$ cat src/lprks_pkg.sv
package lprks_pkg;

  localparam int MAX_KEY_BYTES    = 32;
  localparam int REGION_ADDR_BITS = 20;
  localparam int HDR_BYTES        = 8;

  localparam int OFS_W     = REGION_ADDR_BITS + 1;
  localparam int KLEN_W    = 6;
  localparam int KIDX_W    = $clog2(MAX_KEY_BYTES);
  localparam int FCNT_W    = 6;
  localparam int LEN_W     = 32;
  localparam int SUM_W     = 34;
  localparam int NEXT_W    = SUM_W + 1;
  localparam int CFG_IDX_W = 3;
  localparam int CFG_DATA_W = 64;
  localparam int KEY_WORDS = 4;
  localparam int BYTES_PER_WORD = 8;

  localparam logic [KLEN_W-1:0] KLEN_MAX     = KLEN_W'(MAX_KEY_BYTES);
  localparam logic [KLEN_W-1:0] KLEN_RESET   = KLEN_W'(8);
  localparam logic [OFS_W-1:0]  REGION_LIMIT = OFS_W'(1) << REGION_ADDR_BITS;
  localparam logic [FCNT_W-1:0] HDR_LAST     = FCNT_W'(HDR_BYTES - 1);
  localparam logic [FCNT_W-1:0] HDR_LEN      = FCNT_W'(HDR_BYTES);

  localparam logic [CFG_IDX_W-1:0] REG_KEY_LENGTH  = 3'd0;
  localparam logic [CFG_IDX_W-1:0] REG_REGION_SIZE = 3'd1;
  localparam logic [CFG_IDX_W-1:0] REG_KEY_WORD_0  = 3'd2;
  localparam logic [CFG_IDX_W-1:0] REG_KEY_WORD_1  = 3'd3;
  localparam logic [CFG_IDX_W-1:0] REG_KEY_WORD_2  = 3'd4;
  localparam logic [CFG_IDX_W-1:0] REG_KEY_WORD_3  = 3'd5;

  typedef struct packed {
    logic       first;
    logic [7:0] data_byte;
  } item_t;

  typedef struct packed {
    logic                        found;
    logic [REGION_ADDR_BITS-1:0] record_offset;
  } result_t;

  typedef struct packed {
    logic                  wen;
    logic [CFG_IDX_W-1:0]  index;
    logic [CFG_DATA_W-1:0] data;
  } cfg_wr_t;

endpackage

$ cat src/lprks_fifo.sv
module lprks_fifo (
  input  logic           clk,
  input  logic           rst,
  input  logic           push,
  input  lprks_pkg::item_t push_item,
  output logic           not_full,
  input  logic           pop,
  output logic           not_empty,
  output lprks_pkg::item_t head_item
);
  import lprks_pkg::*;

  localparam int DEPTH = 4;
  localparam int PTR_W = $clog2(DEPTH);

  item_t              mem [DEPTH];
  logic [PTR_W-1:0]   wr_ptr;
  logic [PTR_W-1:0]   rd_ptr;
  logic [PTR_W:0]     count;

  assign not_full  = count != (PTR_W+1)'(DEPTH);
  assign not_empty = count != '0;
  assign head_item = mem[rd_ptr];

  always_ff @(posedge clk) begin
    if (push) begin
      mem[wr_ptr] <= push_item;
    end
  end

  always_ff @(posedge clk) begin
    if (rst) begin
      wr_ptr <= '0;
      rd_ptr <= '0;
      count  <= '0;
    end else begin
      if (push) wr_ptr <= wr_ptr + PTR_W'(1);
      if (pop)  rd_ptr <= rd_ptr + PTR_W'(1);
      if (push && !pop) begin
        count <= count + (PTR_W+1)'(1);
      end else if (pop && !push) begin
        count <= count - (PTR_W+1)'(1);
      end
    end
  end

endmodule

$ cat src/lprks_scan.sv
module lprks_scan (
  input  logic               clk,
  input  logic               rst,
  input  lprks_pkg::cfg_wr_t cfg,
  input  logic               in_valid,
  input  lprks_pkg::item_t   in_item,
  output logic               in_pop,
  output logic               out_valid,
  output lprks_pkg::result_t out_result,
  input  logic               out_ready
);
  import lprks_pkg::*;

  typedef enum logic [1:0] {PH_DONE, PH_READ, PH_SKIP} phase_t;

  logic [KLEN_W-1:0]           key_length;
  logic [OFS_W-1:0]            region_size;
  logic [7:0]                  key_mem [MAX_KEY_BYTES];

  phase_t                      phase, phase_next;
  logic [OFS_W-1:0]            byte_off, byte_off_next;
  logic [REGION_ADDR_BITS-1:0] rec_start, rec_start_next;
  logic [FCNT_W-1:0]           fcnt, fcnt_next;
  logic [LEN_W-1:0]            rk_len, rk_len_next;
  logic [LEN_W-1:0]            rv_len, rv_len_next;
  logic                        mism, mism_next;
  logic [SUM_W-1:0]            sum_a, sum_a_next;
  logic                        emit;
  result_t                     emit_result;

  logic [KLEN_W-1:0]           klen_eff;
  logic [OFS_W-1:0]            region_eff;
  logic                        bound0;
  logic [OFS_W-1:0]            byte_off_inc;
  logic                        fresh;
  logic                        do_rec;
  logic [FCNT_W-1:0]           p;
  logic [FCNT_W-1:0]           pk;
  logic [LEN_W-1:0]            rk_cur, rv_cur;
  logic [REGION_ADDR_BITS-1:0] start_cur;
  logic [7:0]                  b;
  logic [KLEN_W-1:0]           cmpsz;
  logic                        decide;
  logic [LEN_W-1:0]            val_full;
  logic [NEXT_W-1:0]           next_bound;
  logic [NEXT_W-1:0]           next_start;
  logic                        next_ok;

  assign in_pop = in_valid && (!out_valid || out_ready);
  assign b      = in_item.data_byte;

  assign klen_eff   = (key_length > KLEN_MAX) ? KLEN_MAX : key_length;
  assign region_eff = (region_size > REGION_LIMIT) ? REGION_LIMIT : region_size;
  assign bound0     = (OFS_W'(HDR_BYTES) + OFS_W'(klen_eff)) < region_eff;
  assign byte_off_inc = (&byte_off) ? byte_off : byte_off + OFS_W'(1);

  assign cmpsz = (rk_len[LEN_W-1:KLEN_W] != '0 || rk_len[KLEN_W-1:0] > klen_eff)
               ? klen_eff : rk_len[KLEN_W-1:0];

  always_comb begin
    fresh = in_item.first
         || (phase == PH_SKIP && byte_off_inc == OFS_W'(rec_start));
    do_rec = in_item.first ? bound0 : (phase == PH_READ ||
             (phase == PH_SKIP && byte_off_inc == OFS_W'(rec_start)));
    p         = fresh ? '0 : fcnt;
    rk_cur    = fresh ? '0 : rk_len;
    rv_cur    = fresh ? '0 : rv_len;
    start_cur = in_item.first ? '0 : rec_start;
    pk        = p - HDR_LEN;
    val_full  = (p == HDR_LAST) ? {b, rv_len[23:0]} : rv_len;
    next_start = NEXT_W'(sum_a) + NEXT_W'(val_full);
    next_bound = next_start + NEXT_W'(HDR_BYTES) + NEXT_W'(klen_eff);
    next_ok    = next_bound < NEXT_W'(region_eff);
    decide     = (p >= HDR_LAST) && ((p - HDR_LAST) == cmpsz);

    phase_next     = phase;
    byte_off_next  = byte_off;
    rec_start_next = rec_start;
    fcnt_next      = fcnt;
    rk_len_next    = rk_len;
    rv_len_next    = rv_len;
    mism_next      = mism;
    sum_a_next     = sum_a;
    emit           = 1'b0;
    emit_result    = '0;

    if (in_item.first) begin
      byte_off_next  = '0;
      rec_start_next = '0;
      fcnt_next      = '0;
      rk_len_next    = '0;
      rv_len_next    = '0;
      mism_next      = 1'b0;
      if (!bound0) begin
        emit       = 1'b1;
        phase_next = PH_DONE;
      end
    end else if (phase != PH_DONE) begin
      byte_off_next = byte_off_inc;
    end

    if (do_rec) begin
      rk_len_next = rk_cur;
      rv_len_next = rv_cur;
      mism_next   = fresh ? 1'b0 : mism;
      if (p < FCNT_W'(4)) begin
        rk_len_next[8*p[1:0] +: 8] = b;
      end else if (p < HDR_LEN) begin
        rv_len_next[8*p[1:0] +: 8] = b;
      end else if (key_mem[pk[KIDX_W-1:0]] != b) begin
        mism_next = 1'b1;
      end
      if (p == FCNT_W'(3)) begin
        sum_a_next = SUM_W'(start_cur) + SUM_W'(HDR_BYTES) + SUM_W'(rk_len_next);
      end
      fcnt_next  = p + FCNT_W'(1);
      phase_next = PH_READ;
      if (decide) begin
        if (!mism_next) begin
          emit                      = 1'b1;
          emit_result.found         = 1'b1;
          emit_result.record_offset = start_cur;
          phase_next                = PH_DONE;
        end else if (!next_ok) begin
          emit       = 1'b1;
          phase_next = PH_DONE;
        end else begin
          rec_start_next = next_start[REGION_ADDR_BITS-1:0];
          phase_next     = PH_SKIP;
        end
      end
    end
  end

  always_ff @(posedge clk) begin
    if (rst) begin
      key_length  <= KLEN_RESET;
      region_size <= '0;
      for (int i = 0; i < MAX_KEY_BYTES; i++) begin
        key_mem[i] <= '0;
      end
    end else if (cfg.wen) begin
      unique case (cfg.index)
        REG_KEY_LENGTH:  key_length  <= cfg.data[KLEN_W-1:0];
        REG_REGION_SIZE: region_size <= cfg.data[OFS_W-1:0];
        REG_KEY_WORD_0, REG_KEY_WORD_1, REG_KEY_WORD_2, REG_KEY_WORD_3: begin
          for (int j = 0; j < BYTES_PER_WORD; j++) begin
            key_mem[KIDX_W'(int'(cfg.index - REG_KEY_WORD_0) * BYTES_PER_WORD + j)]
              <= cfg.data[8*j +: 8];
          end
        end
        default: ;
      endcase
    end
  end

  always_ff @(posedge clk) begin
    if (rst) begin
      phase     <= PH_DONE;
      byte_off  <= '0;
      rec_start <= '0;
      fcnt      <= '0;
      rk_len    <= '0;
      rv_len    <= '0;
      mism      <= 1'b0;
      out_valid <= 1'b0;
    end else begin
      if (in_pop) begin
        phase     <= phase_next;
        byte_off  <= byte_off_next;
        rec_start <= rec_start_next;
        fcnt      <= fcnt_next;
        rk_len    <= rk_len_next;
        rv_len    <= rv_len_next;
        mism      <= mism_next;
      end
      if (in_pop && emit) begin
        out_valid <= 1'b1;
      end else if (out_ready) begin
        out_valid <= 1'b0;
      end
    end
  end

  always_ff @(posedge clk) begin
    if (in_pop) begin
      sum_a <= sum_a_next;
      if (emit) out_result <= emit_result;
    end
  end

endmodule

$ cat src/length_prefixed_record_key_scan_core.sv
// A result is offered on m_tvalid once the byte that decides it has been written
// into the queue, popped by the scan stage and registered into the output valid.
// Throughput: one byte per cycle; the scan stage waits only while a result
// is held and not yet taken. A four-entry queue decouples input and scan.
// Reset (rst, synchronous): queue empty, no scan running, registers at defaults.
module length_prefixed_record_key_scan_core (
  input  logic                               clk,
  input  logic                               rst,
  input  logic                               s_tvalid,
  output logic                               s_tready,
  input  logic [7:0]                         s_tdata,   // data_byte
  input  logic                               s_tuser,   // first
  output logic                               m_tvalid,
  input  logic                               m_tready,
  output logic [23:0]                        m_tdata,   // record_offset[19:0], zero pad
  output logic                               m_tuser,   // found
  input  logic                               cfg_wen,
  input  logic [lprks_pkg::CFG_IDX_W-1:0]    cfg_index,
  input  logic [lprks_pkg::CFG_DATA_W-1:0]   cfg_data
);
  import lprks_pkg::*;

  item_t   in_item;
  item_t   head_item;
  logic    head_valid;
  logic    head_pop;
  cfg_wr_t cfg;
  result_t result;

  assign in_item.data_byte = s_tdata;
  assign in_item.first     = s_tuser;

  assign cfg.wen   = cfg_wen;
  assign cfg.index = cfg_index;
  assign cfg.data  = cfg_data;

  lprks_fifo u_fifo (
    .clk       (clk),
    .rst       (rst),
    .push      (s_tvalid && s_tready),
    .push_item (in_item),
    .not_full  (s_tready),
    .pop       (head_pop),
    .not_empty (head_valid),
    .head_item (head_item)
  );

  lprks_scan u_scan (
    .clk        (clk),
    .rst        (rst),
    .cfg        (cfg),
    .in_valid   (head_valid),
    .in_item    (head_item),
    .in_pop     (head_pop),
    .out_valid  (m_tvalid),
    .out_result (result),
    .out_ready  (m_tready)
  );

  assign m_tdata = {(24 - REGION_ADDR_BITS)'(0), result.record_offset};
  assign m_tuser = result.found;

endmodule
$ cat config.mk
export PLATFORM = sky130hd
export DESIGN_NAME = length_prefixed_record_key_scan_core
export DESIGN_NICKNAME = d
export VERILOG_FILES = /design/src/lprks_pkg.sv /design/src/lprks_fifo.sv /design/src/lprks_scan.sv /design/src/length_prefixed_record_key_scan_core.sv
export SDC_FILE = /design/constraint.sdc
export NUM_CORES = 1
export LEC_CHECK = 0
export BUFFER_PORTS_ARGS = -buffer_cell sky130_fd_sc_hd__buf_2
export CORE_MARGIN = 2
export CORE_UTILIZATION = 55
export CTS_BUF_LIST = sky130_fd_sc_hd__clkbuf_4 sky130_fd_sc_hd__clkbuf_8
export CTS_CLUSTER_SIZE = 28
export DETAILED_ROUTE_END_ITERATION = 6
export PLACE_DENSITY = 0.7
export SLEW_MARGIN = 15
export SYNTH_ARGS = -nofsm -noshare
export SYNTH_HDL_FRONTEND = slang
export SYNTH_SLANG_ARGS = --single-unit
$ cat constraint.sdc
create_clock -name clk -period 12.71 [get_ports clk]
set_input_delay 2.542 -clock clk [delete_from_list [all_inputs] [get_ports clk]]
set_output_delay 2.542 -clock clk [all_outputs]
set_load 0.02 [all_outputs]
-- Yosys cells after proc, flatten, opt, wreduce, memory -nomap -nowiden
Memories as Yosys holds them, arrays and structs flattened. A register that Yosys moved wholly into a read port is not among the register bits.
Index checks and enable logic that the tools add are counted.
- register bits: 204
- RAM bits: 292
- bits of input ports: 81
- output and inout port bits: 27
- memories kept: 2
- $add $sub $neg: 23
- magnitude comparators: 8
- eq/ne operators: 14
- shifts and indexed selects: 2
- mux-type cells: 85
- bitwise gates (word level): 2
- reductions and logical operators: 41
- memories (memory ; words ; bits a word ; read ports ; clocked after memory_dff ; write ports ; line ; RTL):
    u_scan.key_mem ; 32 ; 8 ; 1 ; 0 ; 32 ; lprks_scan.sv:18 ; logic [7:0] key_mem [MAX_KEY_BYTES];
    u_fifo.mem ; 4 ; 9 ; 1 ; 1 ; 1 ; lprks_fifo.sv:16 ; item_t mem [DEPTH];
- operators by type and width (cell ; count):
    32-bit 2-to-1 mux ; 10
    21-bit 2-to-1 mux ; 5
    20-bit 2-to-1 mux ; 5
    32-bit bitwise mux ; 2
    8-bit 2-to-1 mux ; 8
    8-bit OR reduction ; 8
    5-bit 2-to-1 mux ; 8
    34-bit by 32-bit adder with 35-bit output ; 1
    35-bit by 4-bit adder with 35-bit output, second input constant ; 1
    35-bit by 6-bit adder with 35-bit output ; 1
    35-bit by 21-bit less-than comparator with 1-bit output ; 1
    34-bit by 32-bit adder with 34-bit output ; 1
    5-bit negation with 34-bit output ; 1
    8-bit by 34-bit variable shift with 32-bit output, first input constant ; 1
    8-bit by 34-bit variable part select with 32-bit output ; 1
    1-bit 2-to-1 mux ; 32
    6-bit 2-to-1 mux ; 5
    26-bit nonzero test ; 1
    20-bit by 4-bit adder with 21-bit output, second input constant ; 1
    21-bit by 1-bit adder with 21-bit output, second input constant ; 1
    21-bit by 20-bit == test with 1-bit output ; 1
    21-bit > comparator, second input constant ; 1
    21-bit less-than comparator ; 1
    21-bit AND reduction ; 1
    40 further kinds ; 77

-- Longest topological paths before layout
- word-level depth: 18
- mapped depth: 34
- mapped depth without buffers: 31

-- Modules after synthesis
A second synthesis with hierarchy kept.
- cells, all modules: 2773
- area, all modules: 28254.6 sq um
- by module, submodules not included (module ; times used ; cells an instance ; area an instance (sq um) ; sequential area each (sq um)):
    lprks_scan ; 1 ; 2675 ; 26482.9 ; 12151.7
    lprks_fifo ; 1 ; 92 ; 1731.7 ; 1261.2
    length_prefixed_record_key_scan_core ; 1 ; 6 ; 40.0 ; 0.0

-- Worst setup path before layout
No wires, ideal clock.
- path kind: reg2reg
- start point: register u_scan.byte_off[0]
- end point: register u_scan.out_result[0] in the netlist's numbering, enable pin
- library setup time: 0.406 ns
- arrival time: 6.706 ns
- required time: 12.304 ns
- setup slack: 5.598 ns
- stages on the path, launching flop included: 26
- path buffers: 4
- period minus slack after synthesis: 7.112 ns
- cell sequence: dfxtp_1 ha_1 buf_4 nand4_2 or4_1 buf_2 o22ai_1 a32oi_1 nor4_1 nand4_2 nand2_1 nor2_2 ha_1 clkbuf_1 nand3_1 clkbuf_1 mux2_2 ha_1 and4_1 a221o_1 xnor2_1 and3_1 o211a_1 o211a_1 a41o_1 a21oi_1
- word-level cells in the longest chain between the ends: 17
- elaborated cells on any way between the ends: 34
- those cells by class: add/sub (6); order compare (4); eq/ne (4); mux (13); reduce/logical (6); memory (1)
- RTL lines (item ; line ; RTL):
    start: declaration ; lprks_scan.sv:21 ; logic [OFS_W-1:0] byte_off, byte_off_next;
    start signal: assignment ; lprks_scan.sv:170 ; byte_off <= byte_off_next;
    21-bit by 1-bit adder with 21-bit output or 21-bit AND reduction (tied branches) ; lprks_scan.sv:55 ; assign byte_off_inc = (&byte_off) ? byte_off : byte_off + OFS_W'(1);
    21-bit 2-to-1 mux * ; lprks_scan.sv:55 ;
    21-bit by 20-bit == test with 1-bit output * ; lprks_scan.sv:62, lprks_scan.sv:64 ;
    1-bit logical AND * ; lprks_scan.sv:62, lprks_scan.sv:64 ;
    1-bit logical OR ; lprks_scan.sv:62 ; || (phase == PH_SKIP && byte_off_inc == OFS_W'(rec_start));
    6-bit 2-to-1 mux ; lprks_scan.sv:65 ; p = fresh ? '0 : fcnt;
    6-bit by 3-bit == test with 1-bit output or 5-bit by 4-bit subtractor with 5-bit output (tied branches) ; lprks_scan.sv:70, lprks_scan.sv:69 ;
    32-bit 2-to-1 mux or memory read 32 x 8 bit (tied branches) ; n/a ;
    34-bit by 32-bit adder with 35-bit output or 8-bit != test (tied branches) ; lprks_scan.sv:71, lprks_scan.sv:110 ;
    35-bit by 4-bit adder with 35-bit output or 1-bit 2-to-1 mux (tied branches) ; lprks_scan.sv:72, lprks_scan.sv:110 ;
    35-bit by 6-bit adder with 35-bit output or 1-bit 2-to-1 mux (tied branches) ; lprks_scan.sv:72, lprks_scan.sv:108 ;
    35-bit by 21-bit less-than comparator with 1-bit output or 1-bit 2-to-1 mux (tied branches) ; lprks_scan.sv:73, lprks_scan.sv:106 ;
    1-bit 2-to-1 mux (on tied branches) ; lprks_scan.sv:124, lprks_scan.sv:102 ;
    1-bit 2-to-1 mux ; lprks_scan.sv:119 ; if (!mism_next) begin
    1-bit 2-to-1 mux ; lprks_scan.sv:118 ; if (decide) begin
    1-bit 2-to-1 mux * ; lprks_scan.sv:102 ; if (do_rec) begin
    2-bit AND reduction (no source line) * ; n/a ;
    end signal: assignment ; lprks_scan.sv:188 ; if (emit) out_result <= emit_result;
    end: declaration ; lprks_scan.sv:9 ; output lprks_pkg::result_t out_result,
Mark *: on every way between the ends. The rest lies on a longest branch, timed or not. The select of a mux whose other input is x is not followed.
A chain may end at the register's enable or synchronous reset.

-- Final worst setup path
- start point: register u_scan.byte_off[0]
- end point: register u_scan.sum_a[28] (data pin)
- word-level cells in the longest chain between the ends: 12
- elaborated cells on any way between the ends: 16
- those cells by class: add/sub (3); order compare (1); eq/ne (1); shift (2); mux (6); reduce/logical (3)
- RTL lines (item ; line ; RTL):
    21-bit by 1-bit adder with 21-bit output or 21-bit AND reduction (tied branches) ; lprks_scan.sv:55 ;
    21-bit 2-to-1 mux * ; lprks_scan.sv:55 ;
    21-bit by 20-bit == test with 1-bit output * ; lprks_scan.sv:62 ;
    1-bit logical AND * ; lprks_scan.sv:62 ;
    1-bit logical OR * ; lprks_scan.sv:62 ;
    6-bit 2-to-1 mux ; lprks_scan.sv:65 ;
    5-bit negation with 34-bit output ; lprks_scan.sv:107 ; rk_len_next[8*p[1:0] +: 8] = b;
    8-bit by 34-bit variable part select with 32-bit output or 8-bit by 34-bit variable shift with 32-bit output (tied branches) ; lprks_scan.sv:107 ;
    32-bit bitwise mux ; lprks_scan.sv:107 ;
    32-bit 2-to-1 mux * ; lprks_scan.sv:106 ; if (p < FCNT_W'(4)) begin
    32-bit 2-to-1 mux * ; lprks_scan.sv:102 ;
    34-bit by 32-bit adder with 34-bit output * ; lprks_scan.sv:114 ; sum_a_next = SUM_W'(start_cur) + SUM_W'(HDR_BYTES) + SUM_W'(rk_len_next);
    end signal: assignment ; lprks_scan.sv:187 ; sum_a <= sum_a_next;
    end: declaration ; lprks_scan.sv:27 ; logic [SUM_W-1:0] sum_a, sum_a_next;
Marked as above.

==> flow_metrics.tcl <==
set metrics [dict create \
    outcome "finished, violations left" \
    violations "DRC" \
    synthTopCellsByArea "edfxtp_1 37%, dfxtp_1 11%, and2_1 6.4%, ha_1 5.1%, nand2_1 3.1%" \
    tns_ps 0 \
    area_growth_pct 9.71 \
    cts_tree "built" \
    cap_violations 0 \
    num_rows 82 \
    cp.arrival_ps 9570 \
    routabilityCongestion 0.967 \
    slowest_stage "or4_1" \
    critPathKind "register to register" \
    numCtsBuffers 86 \
    post-route-min-period_ps 9140 \
    ant_nets 0 \
    cp-start-kind "register" \
    min_path_type "register to register" \
    max_freq_ghz 0.109 \
    syn-cell-area_um2 28100 \
    initial_core_util 0.559 \
    layout.nets 2983 \
    synth_edf_count 346 \
    grt_usage 0.321 \
    worst_pin_slew_ps 1230 \
    syn_inst 2724 \
    slew_headroom 0.157 \
    avgSynthCellArea_um2 10.3 \
    powerDensity_nw_per_um2 153 \
    hpwl_mm 59.1 \
    vias 22300 \
    yosysWarnings 0 \
    die_x_um 230 \
    async_flop_share 0 \
    drive_gt1_frac 0.135 \
    path_max_fanout 22 \
    post-route-cell-area_um2 30800 \
    final_common_cell "edfxtp_1" \
    drt_pass1_iterations 7 \
    post_cts_buffers 0 \
    leakage_nw 11.5 \
    yosysTopAreaCell "edfxtp_1" \
    cpPeakStageDelay_ps 750 \
    peakVddDrop_uv 103 \
    final_cell_mix "346 x edfxtp_1, 288 x and2_1, 230 x nand2_1" \
    coreArea_um2 50300 \
    drv_slew 0 \
    cts_hold_buf 0 \
    ctsResizeCount 0 \
    grt_max_degree 78 \
    fin_total_pwr_w 0.00471 \
    die-area_um2 52900 \
    port_buffers 103 \
    period_share 0.719 \
    root_buffer "clkbuf_8" \
    clock-sinks 497 \
    hold_viol 0 \
    clock_path_buffers 3 \
    clk-insertion-delay-late_ps 710 \
    die_h_um 230 \
    yosysTopAreaCellShare 0.370 \
    final_util 0.613 \
    yosysSeqAreaShare 0.478 \
    drt_iter0_drc 2343 \
    fin_skew_ps 46.1 \
    place_area_um2 29000 \
    routed_wl_mm 85.1 \
    synth.distinct_cells 97 \
    clkTransAtPathRegs_ps 60 \
    antenna_found_initial 1 \
    grt_pass1_vias 21600 \
    synth_top_flop_cell "edfxtp_1" \
    rsz0062_at_grt "no" \
    cp_data_required_time_ps 13140 \
    grt_pass1_wl_mm 129 \
    ioPinCount 108 \
    ys_seq_elements 497 \
    vias_per_cell 6.33 \
    grt_overflow 0 \
    drc 3 \
    cp-end-kind "register" \
    setup-violations-final 0 \
    avgRoutedWirePerCell_um 24.2 \
    h-tree-depth 3 \
]
[final timing paths]
kind | slack [ps] | startpoint | cells past startpoint | to
worst max-delay path | 3570 | u_scan.byte_off[0] | 31 | u_scan.sum_a[28]
worst min-delay path | 470 | u_scan.region_size[0] | 2 | u_scan.region_size[0]
worst max register to register | 3570 | u_scan.byte_off[0] | 31 | u_scan.sum_a[28]
worst min register to register | 470 | u_scan.region_size[0] | 2 | u_scan.region_size[0]
[cell families (layout without fill, tap and decap cells)]
kind of cell | Yosys count | count (layout) | synth area share
flops | 497 | 497 | 0.478
buf+inv | 235 | 358 | 0.0352
other cells | 1 | 6 | 0.000134
compound gates | 572 | 572 | 0.140
simple gates | 1085 | 1085 | 0.208
xor+xnor | 122 | 122 | 0.0380
fa+ha+maj | 119 | 119 | 0.0541
mux | 93 | 93 | 0.0474
[where the power goes]
| part | leakage (nW) | internal [W] | switching [W] | total, W |
|---|---|---|---|---|
| Sequential | 4.51 | 0.00185 | 0.0000815 | 0.00193 |
| Combinational | 6.03 | 0.000397 | 0.000876 | 0.00127 |
| Clock | 0.945 | 0.000822 | 0.000688 | 0.00151 |
| Total | 11.5 | 0.00306 | 0.00165 | 0.00471 |
[stage by stage]
stage                     worst slack, ps  hold WS (ps)  instances
after floorplan                      5600           446       2728
after global placement               4070           457       3367
after detailed placement             3860           465       3367
after CTS                            3720           472       3523
after global routing                 2960           488       3523
final                                3570           470       3524
[synth_stat cells, types with 10 or more instances]
master    count
a211o_1      16
a211oi_1     24
a21o_1       31
a21oi_1     147
a22o_1       25
a22oi_1      68
a31oi_1      29
and2_1      288
and3_1       32
buf_1        10
buf_2        20
clkbuf_1    129
dfxtp_1     151
edfxtp_1    346
ha_1        115
inv_1        58
mux2_2       19
mux2i_1      43
mux4_2       30
nand2_1     230
nand2b_1     25
nand3_1      57
nand4_1      30
nand4b_1     19
nor2_1      193
nor2b_1      24
nor3_1       53
nor3b_1      21
nor4_1       24
o21a_1       11
o21ai_0      72
o21ai_1      11
o21bai_1     14
or2_2        14
or3_1        21
xnor2_1      75
xor2_1       47
[sequential cells by signal, summed over array words and instances, names as in the netlist, named ones only]
signal and flops:
u_scan.rv_len 32, u_fifo.count 3, u_scan.key_length 6, u_scan.byte_off 21, u_scan.rk_len 32, u_scan.out_result 21
u_fifo.wr_ptr 2, u_fifo.mem 36, u_scan.region_size 21, u_scan.sum_a 33, u_scan.fcnt 6, u_fifo.rd_ptr 2
u_scan.rec_start 20, u_scan.out_valid 1, u_scan.phase 2, u_scan.key_mem 256, u_scan.mism 1
[per-layer routing]
layer / vias up / share of wire / GRT usage
li1: 10200 / - / -
met2: 1026 / 0.48 / 0.536
met3: 263 / 0.072 / 0.0507
met1: 10900 / 0.39 / 0.403
met4: 0 / 0.056 / 0.167
met5: - / 0 / 0.000919
[worst max-delay path: cells and delay by family, from the launching register on]
| kind | cells | cell delay (ps) |
|---|---|---|
| compound gates | 14 | 3060 |
| xor+xnor | 1 | 140 |
| fa+ha+maj | 3 | 910 |
| buf+inv | 2 | 560 |
| flops | 1 | 430 |
| simple gates | 11 | 3760 |
[area by class of cell]
class,count,area [um^2]
diodes,1,2.50
clock buffers,130,1540
clock inverters,26,219
fillers,4119,19500
inverters,61,230
multi-input cells,1996,13800
flip-flops and latches,497,13400
well taps,672,841
repair buffers,141,807
No activity file was read; power rests on OpenSTA's default activity.
